**src/brrt_pkg.sv**
```systemverilog
// shared constants and types of the beacon reception ratio table
package brrt_pkg;

    localparam int NODE_COUNT_DEF = 32;
    localparam int NODE_W         = 5;
    localparam int CNT_W          = 16;
    localparam int SEQ_W          = 16;
    localparam int STR_W          = 16;
    localparam int SCALE_W        = 14;
    localparam int PROD_W         = CNT_W + SCALE_W;

    localparam logic [SCALE_W-1:0] RATIO_SCALE = SCALE_W'(10000);
    localparam logic [CNT_W-1:0]   CNT_MAX     = '1;
    localparam logic [STR_W-1:0]   STR_MAX     = '1;

    localparam logic MODE_BEACON = 1'b0;
    localparam logic MODE_REPORT = 1'b1;
    localparam logic KIND_HEADER = 1'b0;
    localparam logic KIND_RECORD = 1'b1;

    typedef enum logic [4:0] {
        S_IDLE = 5'b00001,
        S_BWR  = 5'b00010,
        S_RD   = 5'b00100,
        S_MUL  = 5'b01000,
        S_DIV  = 5'b10000
    } t_state;

endpackage

```
**src/brrt_ram.sv**
```systemverilog
// generic single-port-write, registered-read ram
module brrt_ram #(
    parameter int WIDTH = 16,
    parameter int DEPTH = 32,
    parameter int AW    = (DEPTH > 1) ? $clog2(DEPTH) : 1
) (
    input  logic             i_clk,
    input  logic             i_we,
    input  logic [AW-1:0]    i_waddr,
    input  logic [WIDTH-1:0] i_wdata,
    input  logic [AW-1:0]    i_raddr,
    output logic [WIDTH-1:0] o_rdata
);

    logic [WIDTH-1:0] r_mem [DEPTH];
    logic [WIDTH-1:0] r_rdata;

    always_ff @(posedge i_clk) begin
        if (i_we) begin
            r_mem[i_waddr] <= i_wdata;
        end
        r_rdata <= r_mem[i_raddr];
    end

    assign o_rdata = r_rdata;

endmodule

```
**src/brrt_div.sv**
```systemverilog
// bit-serial restoring divider with saturation to the strength range
module brrt_div import brrt_pkg::*; (
    input  logic              i_clk,
    input  logic              i_rst_n,
    input  logic              i_start,
    input  logic [PROD_W-1:0] i_dividend,
    input  logic [SEQ_W-1:0]  i_divisor,
    output logic              o_done,
    output logic [STR_W-1:0]  o_quotient
);

    localparam int STEP_W = $clog2(PROD_W);

    logic              r_run;
    logic              r_done;
    logic [STEP_W-1:0] r_cnt;
    logic [PROD_W-1:0] r_dvd;
    logic [SEQ_W-1:0]  r_rem;
    logic [SEQ_W-1:0]  r_dsr;
    logic              r_zero;
    logic [SEQ_W:0]    w_sh;
    logic              w_ge;
    logic [SEQ_W:0]    w_diff;

    assign w_sh   = {r_rem, r_dvd[PROD_W-1]};
    assign w_ge   = (w_sh >= {1'b0, r_dsr});
    assign w_diff = w_sh - {1'b0, r_dsr};

    always_ff @(posedge i_clk) begin
        if (!i_rst_n) begin
            r_run  <= 1'b0;
            r_done <= 1'b0;
            r_cnt  <= '0;
        end else begin
            r_done <= 1'b0;
            if (i_start) begin
                r_run <= 1'b1;
                r_cnt <= STEP_W'(PROD_W - 1);
            end else if (r_run) begin
                r_cnt <= r_cnt - 1'b1;
                if (r_cnt == '0) begin
                    r_run  <= 1'b0;
                    r_done <= 1'b1;
                end
            end
        end
    end

    always_ff @(posedge i_clk) begin
        if (i_start) begin
            r_dvd  <= i_dividend;
            r_rem  <= '0;
            r_dsr  <= i_divisor;
            r_zero <= (i_divisor == '0);
        end else if (r_run) begin
            r_dvd <= {r_dvd[PROD_W-2:0], w_ge};
            r_rem <= w_ge ? w_diff[SEQ_W-1:0] : w_sh[SEQ_W-1:0];
        end
    end

    assign o_done = r_done;

    always_comb begin
        if (r_zero) begin
            o_quotient = '0;
        end else if (r_dvd[PROD_W-1:STR_W] != '0) begin
            o_quotient = STR_MAX;
        end else begin
            o_quotient = r_dvd[STR_W-1:0];
        end
    end

    a_done_after_run: assert property (@(posedge i_clk) disable iff (!i_rst_n)
        r_done |-> $past(r_run) && !r_run)
        else $error("divider done without a finished run");

endmodule

```
**src/beacon_reception_ratio_table.sv**
```systemverilog
// top level of the beacon reception ratio table
//
// Command channel: a transaction is taken at a rising edge where start is
// high and busy is low. i_mode selects a beacon (i_node_id, i_seq) or a
// report. One configuration register, the report floor for the highest node
// id, must be written via i_cfg_we / i_cfg_wdata only while idle, and
// the block does not enforce this. A beacon keeps busy high for one cycle:
// its counter ram entry is read and written back incremented and saturated.
// A report shows its header on the result ports in the cycle after it is
// taken, then one record per node 1..H. Each record goes through one ram
// read, one multiply by 10000, a 30-step bit-serial divide by the highest
// sequence number and a register for the result.
// Every result is valid for exactly one cycle on o_valid; the receiver
// cannot stall, and o_last marks the final result of a report.
// Reset clears the valid bits of the counter ram at once, so every counter
// reads as zero right after reset, along with the highest sequence, the
// highest node and the register.
module beacon_reception_ratio_table import brrt_pkg::*; #(
    parameter int NODE_COUNT = NODE_COUNT_DEF
) (
    input  logic               i_clk,
    input  logic               i_rst_n,
    input  logic               start,
    output logic               busy,
    input  logic               i_mode,
    input  logic [NODE_W-1:0]  i_node_id,
    input  logic [SEQ_W-1:0]   i_seq,
    input  logic               i_cfg_we,
    input  logic [NODE_W-1:0]  i_cfg_wdata,
    output logic               o_valid,
    output logic               o_kind,
    output logic [NODE_W-1:0]  o_node_id_res,
    output logic [STR_W-1:0]   o_strength,
    output logic               o_last
);

    localparam int AW      = $clog2(NODE_COUNT);
    localparam int TOP_MAX = (NODE_COUNT - 1 > 31) ? 31 : NODE_COUNT - 1;
    localparam logic [NODE_W-1:0] TOP_CLAMP = NODE_W'(TOP_MAX);

    t_state r_state, n_state;

    logic [NODE_W-1:0]     r_init;
    logic [SEQ_W-1:0]      r_hseq;
    logic [NODE_W-1:0]     r_hnode;
    logic [NODE_COUNT-1:0] r_vld;
    logic [AW-1:0]         r_waddr;
    logic [NODE_W-1:0]     r_k;
    logic [NODE_W-1:0]     r_top;

    logic                  r_o_valid;
    logic                  r_o_kind;
    logic [NODE_W-1:0]     r_o_node;
    logic [STR_W-1:0]      r_o_str;
    logic                  r_o_last;

    logic                  w_accept;
    logic                  w_node_ok;
    logic [NODE_W-1:0]     w_top_raw;
    logic [NODE_W-1:0]     w_top;
    logic [AW-1:0]         w_raddr;
    logic [CNT_W-1:0]      w_rdata;
    logic [CNT_W-1:0]      w_cnt;
    logic [CNT_W-1:0]      w_cnt_inc;
    logic                  w_we;
    logic [PROD_W-1:0]     w_prod;
    logic                  w_div_start;
    logic                  w_div_done;
    logic [STR_W-1:0]      w_quot;

    assign busy      = (r_state != S_IDLE);
    assign w_accept  = start && !busy;
    assign w_node_ok = (32'(i_node_id) < NODE_COUNT);

    assign w_top_raw = (r_hnode > r_init) ? r_hnode : r_init;
    assign w_top     = (w_top_raw > TOP_CLAMP) ? TOP_CLAMP : w_top_raw;

    assign w_raddr = (r_state == S_IDLE) ? AW'(i_node_id) : AW'(r_k);

    // unwritten counters read as zero
    always_comb begin
        if (r_state == S_BWR) begin
            w_cnt = r_vld[r_waddr] ? w_rdata : '0;
        end else begin
            w_cnt = r_vld[AW'(r_k)] ? w_rdata : '0;
        end
    end

    assign w_cnt_inc   = (w_cnt == CNT_MAX) ? w_cnt : w_cnt + 1'b1;
    assign w_we        = (r_state == S_BWR);
    assign w_prod      = PROD_W'(w_cnt) * PROD_W'(RATIO_SCALE);
    assign w_div_start = (r_state == S_MUL);

    brrt_ram #(
        .WIDTH (CNT_W),
        .DEPTH (NODE_COUNT),
        .AW    (AW)
    ) u_counts (
        .i_clk   (i_clk),
        .i_we    (w_we),
        .i_waddr (r_waddr),
        .i_wdata (w_cnt_inc),
        .i_raddr (w_raddr),
        .o_rdata (w_rdata)
    );

    brrt_div u_div (
        .i_clk      (i_clk),
        .i_rst_n    (i_rst_n),
        .i_start    (w_div_start),
        .i_dividend (w_prod),
        .i_divisor  (r_hseq),
        .o_done     (w_div_done),
        .o_quotient (w_quot)
    );

    always_comb begin
        n_state = r_state;
        unique case (r_state)
            S_IDLE: begin
                if (w_accept) begin
                    if (i_mode == MODE_BEACON) begin
                        n_state = w_node_ok ? S_BWR : S_IDLE;
                    end else begin
                        n_state = (w_top == '0) ? S_IDLE : S_RD;
                    end
                end
            end
            S_BWR:  n_state = S_IDLE;
            S_RD:   n_state = S_MUL;
            S_MUL:  n_state = S_DIV;
            S_DIV: begin
                if (w_div_done) begin
                    n_state = (r_k == r_top) ? S_IDLE : S_RD;
                end
            end
            default: n_state = S_IDLE;
        endcase
    end

    always_ff @(posedge i_clk) begin
        if (!i_rst_n) begin
            r_state   <= S_IDLE;
            r_init    <= '0;
            r_hseq    <= '0;
            r_hnode   <= '0;
            r_vld     <= '0;
            r_o_valid <= 1'b0;
        end else begin
            r_state   <= n_state;
            r_o_valid <= 1'b0;
            if (i_cfg_we) begin
                r_init <= i_cfg_wdata;
            end
            if (w_accept && i_mode == MODE_BEACON && w_node_ok) begin
                if (i_seq > r_hseq) begin
                    r_hseq <= i_seq;
                end
                if (i_node_id > r_hnode) begin
                    r_hnode <= i_node_id;
                end
            end
            if (w_we) begin
                r_vld[r_waddr] <= 1'b1;
            end
            if (w_accept && i_mode == MODE_REPORT) begin
                r_o_valid <= 1'b1;
            end
            if (r_state == S_DIV && w_div_done) begin
                r_o_valid <= 1'b1;
            end
        end
    end

    always_ff @(posedge i_clk) begin
        if (w_accept) begin
            r_waddr <= AW'(i_node_id);
            r_top   <= w_top;
            r_k     <= NODE_W'(1);
        end else if (r_state == S_DIV && w_div_done) begin
            r_k <= r_k + 1'b1;
        end
        if (w_accept && i_mode == MODE_REPORT) begin
            r_o_kind <= KIND_HEADER;
            r_o_node <= w_top;
            r_o_str  <= '0;
            r_o_last <= (w_top == '0);
        end else if (r_state == S_DIV && w_div_done) begin
            r_o_kind <= KIND_RECORD;
            r_o_node <= r_k;
            r_o_str  <= w_quot;
            r_o_last <= (r_k == r_top);
        end
    end

    assign o_valid       = r_o_valid;
    assign o_kind        = r_o_kind;
    assign o_node_id_res = r_o_node;
    assign o_strength    = r_o_str;
    assign o_last        = r_o_last;

    a_header_first: assert property (@(posedge i_clk) disable iff (!i_rst_n)
        w_accept && i_mode == MODE_REPORT |=> o_valid && o_kind == KIND_HEADER)
        else $error("report transaction without header");

    a_last_idle: assert property (@(posedge i_clk) disable iff (!i_rst_n)
        o_valid && o_last |-> !busy)
        else $error("still busy after last result");

    a_more_busy: assert property (@(posedge i_clk) disable iff (!i_rst_n)
        o_valid && !o_last |-> busy)
        else $error("report ended without last result");

    a_record_node: assert property (@(posedge i_clk) disable iff (!i_rst_n)
        o_valid && o_kind == KIND_RECORD |-> o_node_id_res != '0)
        else $error("record for node zero");

endmodule
```
**config.mk**
```make
export PLATFORM = sky130hd
export DESIGN_NAME = beacon_reception_ratio_table
export DESIGN_NICKNAME = d
export VERILOG_FILES = /design/src/brrt_pkg.sv /design/src/brrt_ram.sv /design/src/brrt_div.sv /design/src/beacon_reception_ratio_table.sv
export SDC_FILE = /design/constraint.sdc
export NUM_CORES = 1
export LEC_CHECK = 0
export ABC_AREA = 0
export CAP_MARGIN = 5
export CELL_PAD_IN_SITES_DETAIL_PLACEMENT = 0
export CELL_PAD_IN_SITES_GLOBAL_PLACEMENT = 1
export CORE_ASPECT_RATIO = 0.5
export CORE_MARGIN = 5
export CORE_UTILIZATION = 53
export DETAILED_ROUTE_END_ITERATION = 7
export DONT_BUFFER_PORTS = 1
export GPL_TIMING_DRIVEN = 0
export PLACE_DENSITY_LB_ADDON = 0.1
export SLEW_MARGIN = 20
export SYNTH_ARGS = -nofsm -noshare
export SYNTH_HDL_FRONTEND = slang
export SYNTH_SLANG_ARGS = --single-unit
```
**constraint.sdc**
```tcl
create_clock -name i_clk -period 8.25 [get_ports i_clk]
set_clock_uncertainty 0.1 [all_clocks]
set_input_delay 1.65 -clock i_clk [delete_from_list [all_inputs] [get_ports i_clk]]
set_output_delay 1.65 -clock i_clk [all_outputs]
set_load 0.05 [all_outputs]
```
==> qor.yml, run 1 <==
synth:
  yosys_warnings: 0
  async_flop_share_pct: 0
  synth_edf_count: 571
  synth-seq-cells: 700
  syn_area_per_cell_um2: 12.3
  synth_cells: 2624
  yosysSeqAreaShare_pct: 61.1
  syn_area_um2: 32300
  ys.flop_type: "edfxtp_1"
  ys_types: 73
  synth_nets: 2812
pwr:
  p_int_mw: 6.04
  p_switching_mw: 2.71
  p_clk_share_pct: 33.6
  p_seq_share_pct: 45.3
  ir_drop_mv: 0.189
  power.density_nw_per_um2: 242
  combPwrFrac_pct: 21.1
  p_leak_nw: 12.8
  swShare_pct: 31.0
sta:
  rsz0062_at_grt: "no"
  setup_slack_ns: 0.808
  min_period_over_period_pct: 90.2
  relSlewSlack_pct: 18.1
  tightestPinTransition_ns: 1.22
  max_freq_mhz: 134
  hold_violations: 0
  period_needed_ns: 7.44
  slew_viol_final: 0
  setup_viol: 0
  fin_setup_tns_ns: 0
hold_path:
  hp-class: "reg -> reg"
  whs_path_depth: 1
  holdPathEnd: "u_div.r_rem[15]"
  hp-start: "u_div.r_rem[15]"
detailed_routing:
  vias_per_cell: 5.92
  num_vias: 21356
  first_pass_iters: 6
  dr.first_iter.drc_count: 2233
  postRouteAntennaNets: 0
  wl_um: 88300
  wire_per_inst_um: 24.5
  post-route-drc-count: 0
finish:
  syn_to_final_growth_pct: 12.0
  mostFrequentLayoutCells: "edfxtp_1, nand2_1, a211oi_1"
  final_common_cell: "edfxtp_1"
  fin_nets: 2920
  stdcell_area_um2: 36200
  final_layout_size_suffix_gt1_share_pct: 9.74
  final_util_pct: 59.6
clocking:
  cts_max_level: 2
  clk_pin_slew_ns: 0.07
  holdBufCountCts: 0
  postCtsSetupBuffers: 0
  clk_latency_ns: 0.65
  cts_tree: "done"
  cts_buffers: 61
  cts_max_path_buffers: 3
  cts_root_buf: "clkbuf_16"
  cts_sinks: 700
  cts.repair.resized: 0
die:
  ios: 56
  fp.dieH_um: 185
  dieArea_um2: 66300
  rows: 64
  core-area_um2: 60700
  initial_core_util_pct: 53.2
  fp.dieW_um: 359
place:
  place_hpwl_um: 62500
  placed_area_um2: 34100
  pre_cts_ws_ns: 0.808
  numPortBuffers: 0
  gp_routability_congestion: 1.01
setup_path:
  max_stage_delay_ns: 0.55
  cp_slowest_cell: "clkbuf_1"
  path_buf_inv: 6
  cp.arrival_ns: 7.72
  cp-end-kind: "flop"
  cp.required_ns: 8.53
  criticalPathCategory: "reg -> reg"
  cp_max_fo: 10
  cp-start-kind: "flop"
  r2r-start: "r_k[1]"
  reg2regPathDepth: 25
  regToRegSetupSlack_ns: 0.81
  crit_family: "adder cells"
  crit_cells: 25
  crit_path_frequent_cell: "ha_1"
  r2r_end: "u_div.r_dvd[27]"
grt:
  gr-usage-all-layers_pct: 26.4
  grt_first_pass_wirelength_um: 131000
  gr-total-overflow: 0
  grt_pass1_vias: 20400
  antenna_found_initial: 4
  grt_max_degree: 33
status:
  status: "finished, final reports clean"
run:
  drv_cap: 0
worst register-to-register path, stage by stage (launching register included):
cell,delay (ns)
dfxtp_1,0.37
clkbuf_1,0.55
mux4_2,0.35
mux2i_1,0.08
mux4_2,0.50
a21oi_2,0.34
clkbuf_1,0.40
and2_1,0.41
inv_2,0.12
fa_1,0.51
inv_1,0.04
ha_1,0.26
inv_1,0.05
fa_1,0.53
inv_1,0.04
ha_1,0.29
ha_1,0.31
ha_1,0.39
o21ai_0,0.11
nor2_1,0.08
o41ai_1,0.45
a31oi_1,0.25
a21o_1,0.23
a21oi_1,0.17
xnor2_1,0.09
a22o_1,0.18
through the flow:
step	instances	total power [mW]	hold slack [ns]
after global placement	3449	5.80	0.349
final	3609	8.75	0.369
after floorplan	2624	5.13	0.328
after global routing	3608	9.09	0.391
after CTS	3608	8.74	0.375
after detailed placement	3494	5.83	0.359
layer usage:
| layer | global-route usage, % | part of all wire [%] |
|---|---|---|
| met1 | 39.7 | 45 |
| met2 | 40.1 | 43 |
| met3 | 6.18 | 11 |
| met4 | 4.72 | 1.9 |
| met5 | 0 | 0.015 |
synthesized netlist by cell type (5+ instances only):
| cell | n | area, um2 |
|---|---|---|
| a22o_1 | 9 | 78.8 |
| nor2b_1 | 37 | 231 |
| o21ai_0 | 68 | 340 |
| a21boi_0 | 5 | 37.5 |
| nor3_1 | 15 | 75.1 |
| a211oi_1 | 199 | 1490 |
| xnor2_1 | 32 | 280 |
| nor4_1 | 24 | 150 |
| a311oi_1 | 65 | 569 |
| buf_4 | 6 | 45.0 |
| nand3_1 | 37 | 185 |
| clkbuf_1 | 102 | 383 |
| a31oi_1 | 70 | 438 |
| and3_1 | 11 | 68.8 |
| buf_1 | 6 | 22.5 |
| and2_0 | 38 | 238 |
| edfxtp_1 | 571 | 17100 |
| o211ai_1 | 5 | 37.5 |
| nand2_1 | 333 | 1250 |
| a21oi_1 | 51 | 255 |
| inv_1 | 148 | 556 |
| or3_1 | 6 | 37.5 |
| ha_1 | 128 | 1600 |
| mux4_2 | 17 | 383 |
| a21o_1 | 15 | 113 |
| fa_1 | 29 | 581 |
| mux2i_1 | 52 | 521 |
| buf_2 | 39 | 195 |
| o21a_1 | 41 | 308 |
| dfxtp_1 | 129 | 2580 |
| nor2_1 | 102 | 383 |
| and2_1 | 123 | 769 |
| o21bai_1 | 6 | 45.0 |
| xor2_1 | 28 | 245 |
| nand4_1 | 13 | 81.3 |
| nand2b_1 | 6 | 37.5 |
sequential cells by signal, indices dropped and copies added, names as in the netlist:
register	flops
r_vld	32
u_div.r_cnt	5
u_div.r_zero	1
o_kind	1
u_div.r_dvd	30
o_last	1
r_hseq	16
r_init	5
r_k	5
r_top	5
r_waddr	5
u_counts.o_rdata	16
u_div.o_done	1
u_counts.r_mem	512
o_node_id_res	5
o_strength	16
r_state	5
u_div.r_run	1
r_hnode	5
o_valid	1
u_div.r_rem	16
u_div.r_dsr	16
final cells by class:
class,instances,area [um2]
Fill cell,4975,24500
Sequential cell,700,19700
Multi-Input combinational cell,1616,11500
Clock buffer,74,1620
Tap cell,825,1030
Buffer,155,669
Timing Repair Buffer,45,662
Inverter,153,577
Clock inverter,40,419
Antenna cell,1,2.50
cell families (layout without fill, tap and decap cells):
| family | after synthesis | in the layout | synth area share, % |
|---|---|---|---|
| AO/OA/AOI/OAI | 560 | 560 | 12.2 |
| XOR/XNOR | 60 | 60 | 1.63 |
| adder cells (fa/ha/maj) | 157 | 157 | 6.75 |
| buffers and inverters | 308 | 467 | 3.85 |
| flip-flops | 700 | 700 | 61.1 |
| multiplexers | 75 | 75 | 3.10 |
| other | 0 | 1 | 0 |
| AND/OR/NAND/NOR | 764 | 764 | 11.3 |
power groups by stage:
stage	Combinational, mW	Sequential, mW	Clock (mW)
after floorplan	1.13	4.00	0
after global placement	1.76	4.04	0
after detailed placement	1.79	4.04	0
after CTS	1.80	3.96	2.98
after global routing	1.98	3.97	3.14
final	1.84	3.97	2.94
worst max path at each step:
stage / end / startpoint
final: u_div.r_dvd[27] / r_k[1]
after global placement: u_counts.r_mem[31][4] / r_k[1]
after global routing: u_div.r_dvd[29] / r_k[1]
after floorplan: u_div.r_dvd[28] / r_waddr[0]
after detailed placement: u_div.r_dvd[29] / r_k[1]
after CTS: u_div.r_dvd[29] / r_k[1]
No activity file was read; power rests on OpenSTA's default activity.
==> inputs of run 2 (changes only) <==
- clock period: 8.25 -> 7.25 ns (I/O delays scaled with it)
==> qor.yml, run 2 (synthesis results as in run 1) <==
grt:
  grt_pass1_vias: 20411  # was 20400
  grt_first_pass_wirelength_um: 131000  # about the same
  gr-total-overflow: 0  # unchanged
  grt_max_degree: 33  # unchanged
  gr-usage-all-layers_pct: 26.4  # about the same
  antenna_found_initial: 4  # unchanged
clocking:
  clk_pin_slew_ns: 0.07  # about the same
  cts_root_buf: "clkbuf_16"  # unchanged
  cts_max_level: 2  # unchanged
  cts_sinks: 700  # unchanged
  cts_max_path_buffers: 3  # unchanged
  cts_tree: "done"  # unchanged
  clk_latency_ns: 0.65  # about the same
  cts_buffers: 61  # unchanged
die:
  fp.dieW_um: 359  # unchanged
  rows: 64  # unchanged
  initial_core_util_pct: 53.2  # unchanged
  fp.dieH_um: 185  # unchanged
  core-area_um2: 60700  # unchanged
  dieArea_um2: 66300  # unchanged
  ios: 56  # unchanged
sta:
  hold_violations: 0  # unchanged
  fin_setup_tns_ns: 0  # unchanged
  slew_viol_final: 0  # unchanged
  min_period_over_period_pct: 94.0  # was 90.2%
  relSlewSlack_pct: 18.9  # was 18.1%
  whs_ns: 0.369  # about the same
  setup_slack_ns: 0.432  # was 0.808 ns
  max_freq_mhz: 147  # was 134 MHz
  period_needed_ns: 6.82  # was 7.44 ns
  setup_viol: 0  # unchanged
  rsz0062_at_grt: "no"  # unchanged
  tightestPinTransition_ns: 1.20  # was 1.22 ns
detailed_routing:
  wire_per_inst_um: 24.4  # was 24.5 um
  vias_per_cell: 5.89  # was 5.92
  num_vias: 21256  # was 21356
  dr.first_iter.drc_count: 2309  # was 2233
  first_pass_iters: 6  # unchanged
  post-route-drc-count: 0  # unchanged
  wl_um: 88200  # was 88300 um
  postRouteAntennaNets: 0  # unchanged
finish:
  final_common_cell: "edfxtp_1"  # unchanged
  fill_cells: 4971  # was 4975
  final_util_pct: 59.7  # was 59.6%
  mostFrequentLayoutCells: "edfxtp_1, nand2_1, a211oi_1"  # unchanged
  regMostFlops: "u_counts.r_mem"  # unchanged
  syn_to_final_growth_pct: 12.3  # was 12.0%
  final_layout_size_suffix_gt1_share_pct: 10.4  # was 9.74%
  largest_reg_flops: 512  # unchanged
  reg_top3: "u_counts.r_mem x512, r_vld x32, u_div.r_dvd x30"  # unchanged
  fin_nets: 2922  # was 2920
setup_path:
  cp-start-kind: "flop"  # unchanged
  cp_max_fo: 10  # unchanged
  regToRegSetupSlack_ns: 0.43  # was 0.81 ns
  cp-end-kind: "flop"  # unchanged
  cp.arrival_ns: 7.19  # was 7.72 ns
  criticalPathCategory: "reg -> reg"  # unchanged
  cp.required_ns: 7.63  # was 8.53 ns
place:
  numPortBuffers: 0  # unchanged
  place_hpwl_um: 62500  # unchanged
  gp_routability_congestion: 1.01  # unchanged
  pre_cts_ws_ns: -0.192  # was 0.808 ns
pwr:
  power.density_nw_per_um2: 275  # was 242 nW/um2
  ir_drop_mv: 0.214  # was 0.189 mV
  p_leak_nw: 12.8  # about the same
hold_path:
  hp-class: "reg -> reg"  # unchanged
run:
  drv_cap: 0  # unchanged
status:
  status: "finished, final reports clean"  # unchanged
[run 2: cell types whose count changed in the layout (fill, tap and decap cells not counted), sizes merged]
| cell | change |
|---|---|
| clkbuf | +1 |
| buf | +1 |
[run 2: worst paths after layout]
check,end,from,depth (start not counted)
worst max-delay path,u_div.r_dvd[28],r_waddr[0],25
worst min-delay path,u_div.r_rem[15],u_div.r_rem[15],1
worst max register to register,u_div.r_dvd[28],r_waddr[0],25
worst min register to register,u_div.r_rem[15],u_div.r_rem[15],1
[run 2: repair_timing]
| action | in CTS | in global routing |
|---|---|---|
| pin swaps | 0 | 2 |
| hold buffers | 0 | 0 |
| buffers inserted | 0 | 2 |
| endpoints found under the setup margin | 3 | 6 |
| gates resized for setup | 5 | 20 |
[run 2: final cells by class]
| type | instances | area (um2) | area share (%) |
|---|---|---|---|
| timing repair buffer | 47 | 677 | 1.87 |
| buffer | 155 | 683 | 1.88 |
| clock buffer | 74 | 1620 | 4.46 |
| antenna | 1 | 2.50 | 0.00690 |
| inverter | 153 | 577 | 1.59 |
| sequential | 700 | 19700 | 54.4 |
| tap | 825 | 1030 | 2.85 |
| multi-input combinational | 1616 | 11500 | 31.8 |
| clock inverter | 40 | 419 | 1.16 |
[run 2: power by group]
part           leakage, nW  switching [mW]  internal (mW)
registers             5.96           0.102           4.41
clock network        0.982            1.50           1.84
logic                 5.85            1.48          0.624
[run 2: metal layers]
layer	vias to the layer above	share of wire (%)	global-route usage, %
met3	100	10	6.20
li1	9905	-	-
met4	2	1.9	5.05
met2	800	43	39.9
met1	10449	45	39.7
met5	-	0.015	0
[run 2: metrics by stage]
stage | power (mW) | cell area [um2] | instances
final | 9.96 | 36300 | 3611
after global routing | 10.4 | 36300 | 3610
after CTS | 9.95 | 36200 | 3608
after detailed placement | 6.63 | 34100 | 3494
after global placement | 6.60 | 33300 | 3449
after floorplan | 5.84 | 32300 | 2624
[run 2: worst max-delay path, stage by stage, from the launching register on]
cell and delay [ns]:
edfxtp_1 0.39, buf_6 0.18, mux4_2 0.54, mux4_2 0.47, and2_4 0.18, a211oi_4 0.24
a21oi_4 0.09, clkbuf_4 0.20, and2_2 0.25, ha_1 0.33, xor2_1 0.17, ha_1 0.33
fa_1 0.43, ha_1 0.28, inv_1 0.05, fa_1 0.49, inv_1 0.04, ha_1 0.36
a21oi_1 0.17, o21bai_1 0.09, a21oi_2 0.15, o31ai_2 0.12, a221o_1 0.38, a2111oi_2 0.36
a41oi_1 0.08, a21oi_1 0.16
==> inputs of run 3 (changes only) <==
- CORE_UTILIZATION: 53 -> 54
- SYNTH_HIERARCHICAL: default -> 1
==> qor.yml, run 3 <==
status:
  status: "finished, final reports clean"  # unchanged
synth:
  synth_area_leaders: "edfxtp_1, mux2i_1, dfxtp_1, ha_1, fa_1"  # was edfxtp_1, dfxtp_1, ha_1, a211oi_1, nand2_1
  async_flop_share_pct: 0  # unchanged
  ys_types: 85  # was 73
  synth_top_area_cell: "edfxtp_1"  # unchanged
  synth_edf_count: 575  # was 571
  yosysSeqAreaShare_pct: 60.6  # was 61.1%
  synth_cells: 2438  # was 2624
  synth_common_cells: "edfxtp_1, mux2i_1, nand2_1"  # was edfxtp_1, nand2_1, a211oi_1
  syn_area_per_cell_um2: 13.4  # was 12.3 um2
  syn_area_um2: 32600  # was 32300 um2
  synth-seq-cells: 700  # unchanged
  synth_top_area_share_pct: 52.9  # was 53.1%
  yosysMostFrequentCell: "edfxtp_1"  # unchanged
  yosys_warnings: 6  # was 0
  ys.flop_type: "edfxtp_1"  # unchanged
sta:
  hold_violations: 0  # unchanged
  min_period_over_period_pct: 96.1  # was 94.0%
  relSlewSlack_pct: 25.1  # was 18.9%
  setup_viol: 0  # unchanged
  max_freq_mhz: 144  # was 147 MHz
  period_needed_ns: 6.97  # was 6.82 ns
  rsz0062_at_grt: "yes"  # was no
  slew_viol_final: 0  # unchanged
  fin_setup_tns_ns: 0  # unchanged
  whs_ns: 0.360  # was 0.369 ns
  tightestPinTransition_ns: 1.12  # was 1.20 ns
clocking:
  cts_root_buf: "clkbuf_16"  # unchanged
  cts_buffers: 58  # was 61
  cts_max_path_buffers: 3  # unchanged
  clk_pin_slew_ns: 0.08  # was 0.07 ns
  cts_sinks: 700  # unchanged
  cts_max_level: 2  # unchanged
  clk_latency_ns: 0.64  # was 0.65 ns
  cts_tree: "done"  # unchanged
die:
  fp.dieW_um: 358  # was 359 um
  initial_core_util_pct: 54.9  # was 53.2%
  dieArea_um2: 65800  # was 66300 um2
  ios: 56  # unchanged
  core-area_um2: 59500  # was 60700 um2
  rows: 63  # was 64
  fp.dieH_um: 184  # was 185 um
setup_path:
  cp.arrival_ns: 7.24  # was 7.19 ns
  regToRegSetupSlack_ns: 0.28  # was 0.43 ns
  cp_max_fo: 10  # unchanged
  crit_path_start: "r_waddr[0]"  # unchanged
  cp-end-kind: "flop"  # unchanged
  r2r-start: "r_waddr[0]"  # unchanged
  reg2regPathDepth: 25  # unchanged
  r2r_end: "u_div/r_dvd[29]"  # was u_div.r_dvd[28]
  criticalPathCategory: "reg -> reg"  # unchanged
  cp.required_ns: 7.53  # was 7.63 ns
  cp-start-kind: "flop"  # unchanged
detailed_routing:
  post-route-drc-count: 0  # unchanged
  postRouteAntennaNets: 0  # unchanged
  wl_um: 78500  # was 88200 um
  vias_per_cell: 5.77  # was 5.89
  first_pass_iters: 5  # was 6
  dr.first_iter.drc_count: 1494  # was 2309
  num_vias: 19801  # was 21256
  wire_per_inst_um: 22.9  # was 24.4 um
hold_path:
  hp-start: "r_state[4]"  # was u_div.r_rem[15]
  whs_path_depth: 1  # unchanged
  hp-class: "reg -> reg"  # unchanged
  holdPathEnd: "r_state[3]"  # was u_div.r_rem[15]
place:
  placed_area_um2: 34500  # was 34100 um2
  place_hpwl_um: 56700  # was 62500 um
  gp_routability_congestion: 0.848  # was 1.01
  numPortBuffers: 0  # unchanged
finish:
  diodes: 0  # was 1
  mostFrequentLayoutCells: "edfxtp_1, mux2i_1, nand2_1"  # was edfxtp_1, nand2_1, a211oi_1
  fin_nets: 2768  # was 2922
  stdcell_area_um2: 36600  # was 36300 um2
  largest_reg_flops: 512  # unchanged
  syn_to_final_growth_pct: 12.1  # was 12.3%
  final_layout_size_suffix_gt1_share_pct: 14.4  # was 10.4%
  final_util_pct: 61.5  # was 59.7%
  regMostFlops: "u_counts/r_mem"  # was u_counts.r_mem
  reg_top3: "u_counts/r_mem x512, r_vld x32, u_div/r_dvd x30"  # was u_counts.r_mem x512, r_vld x32, u_div.r_dvd x30
  final_common_cell: "edfxtp_1"  # unchanged
pwr:
  power.density_nw_per_um2: 256  # was 275 nW/um2
  ir_drop_mv: 0.224  # was 0.214 mV
  p_leak_nw: 14.0  # was 12.8 nW
  power_mw: 9.38  # was 9.96 mW
run:
  drv_cap: 0  # unchanged
grt:
  grt_first_pass_wirelength_um: 119000  # was 131000 um
  antenna_found_initial: 3  # was 4
  gr-usage-all-layers_pct: 23.8  # was 26.4%
  grt_max_degree: 33  # unchanged
  gr-total-overflow: 0  # unchanged
  grt_pass1_vias: 19769  # was 20411
[run 3: cell types whose count changed after synthesis, moves of 46 or more]
cell,change
mux2i_1,+241
nand2_1,-159
clkbuf_1,-59
a211oi_1,-196
a311oi_1,-65
a22oi_1,+64
a31oi_1,-46
a21oi_1,+63
and2_1,-115
[run 3: kinds of logic (layout without fill, tap and decap cells)]
kind of cell / after synthesis / after routing / synth area share [%]
buffers and inverters: 247 / 424 / 3.88
adders and majority gates: 161 / 161 / 6.95
and+or+nand+nor: 571 / 571 / 8.50
AOI/OAI and AO/OA: 358 / 358 / 7.39
other: 1 / 4 / 0.0115
xor gates and xnor gates: 59 / 59 / 1.58
DFF: 700 / 700 / 60.6
muxes: 341 / 341 / 11.1
[run 3: final cells by class]
class,count,area (um2)
fillers,4639,22900
flip-flops and latches,700,19800
multi-input cells,1494,11800
clock buffers,70,1540
well taps,812,1020
repair buffers,77,776
plain buffers,113,771
inverters,132,495
clock inverters,32,390
[run 3: timing repair]
action | CTS | global route
pin swaps | 2 | 3
hold endpoints to repair | 0 | 0
setup buffers | 11 | 4
endpoints found under the setup margin | 8 | 8
gates resized for setup | 9 | 10
hold buffers | 0 | 0
[run 3: through the flow]
stage	setup slack [ns]	cells
floorplan	0.407	2441
global placement	-1.31	3253
detailed placement	-0.710	3315
CTS	0.0460	3428
global route	-0.0337	3430
finish	0.285	3430
[run 3: worst max path at each step]
stage / end / slack, ns / cells past startpoint
finish: u_div/r_dvd[29] / 0.28 / 25
CTS: u_div/r_dvd[29] / 0.05 / 23
floorplan: u_div/r_dvd[29] / 0.41 / 25
global route: u_div/r_dvd[29] / -0.03 / 25
detailed placement: u_div/r_dvd[29] / -0.71 / 24
global placement: u_counts/r_mem[0][9] / -1.31 / 16
[run 3: report_power, final]
| part | total, mW | switching, mW | internal (mW) |
|---|---|---|---|
| Clock | 3.19 | 1.46 | 1.74 |
| Sequential | 4.48 | 0.0825 | 4.40 |
| Combinational | 1.70 | 1.03 | 0.675 |
[run 3: routing by layer]
layer / track usage, % / share of wire [%] / vias up
li1: - / - / 9310
met1: 32.9 / 44 / 9818
met2: 38.9 / 46 / 553
met3: 4.75 / 6.6 / 120
met4: 6.85 / 3.0 / 0
met5: 0 / 0 / -
[run 3: critical path, cell delays in order (launching register included)]
cell and delay (ns):
edfxtp_1 0.50, buf_4 0.17, mux4_2 0.49, mux2i_1 0.15, o21ai_1 0.12, a2111oi_4 0.45
nor2_4 0.10, buf_6 0.16, nand2_1 0.13, inv_2 0.12, fa_1 0.49, ha_1 0.32
fa_1 0.48, ha_1 0.29, inv_1 0.05, fa_1 0.53, inv_1 0.04, ha_1 0.31
o21a_1 0.14, nor2_4 0.14, nor2_1 0.09, a2111oi_2 0.44, nor3_1 0.13, or2_2 0.32
a21bo_2 0.19, mux2_2 0.25
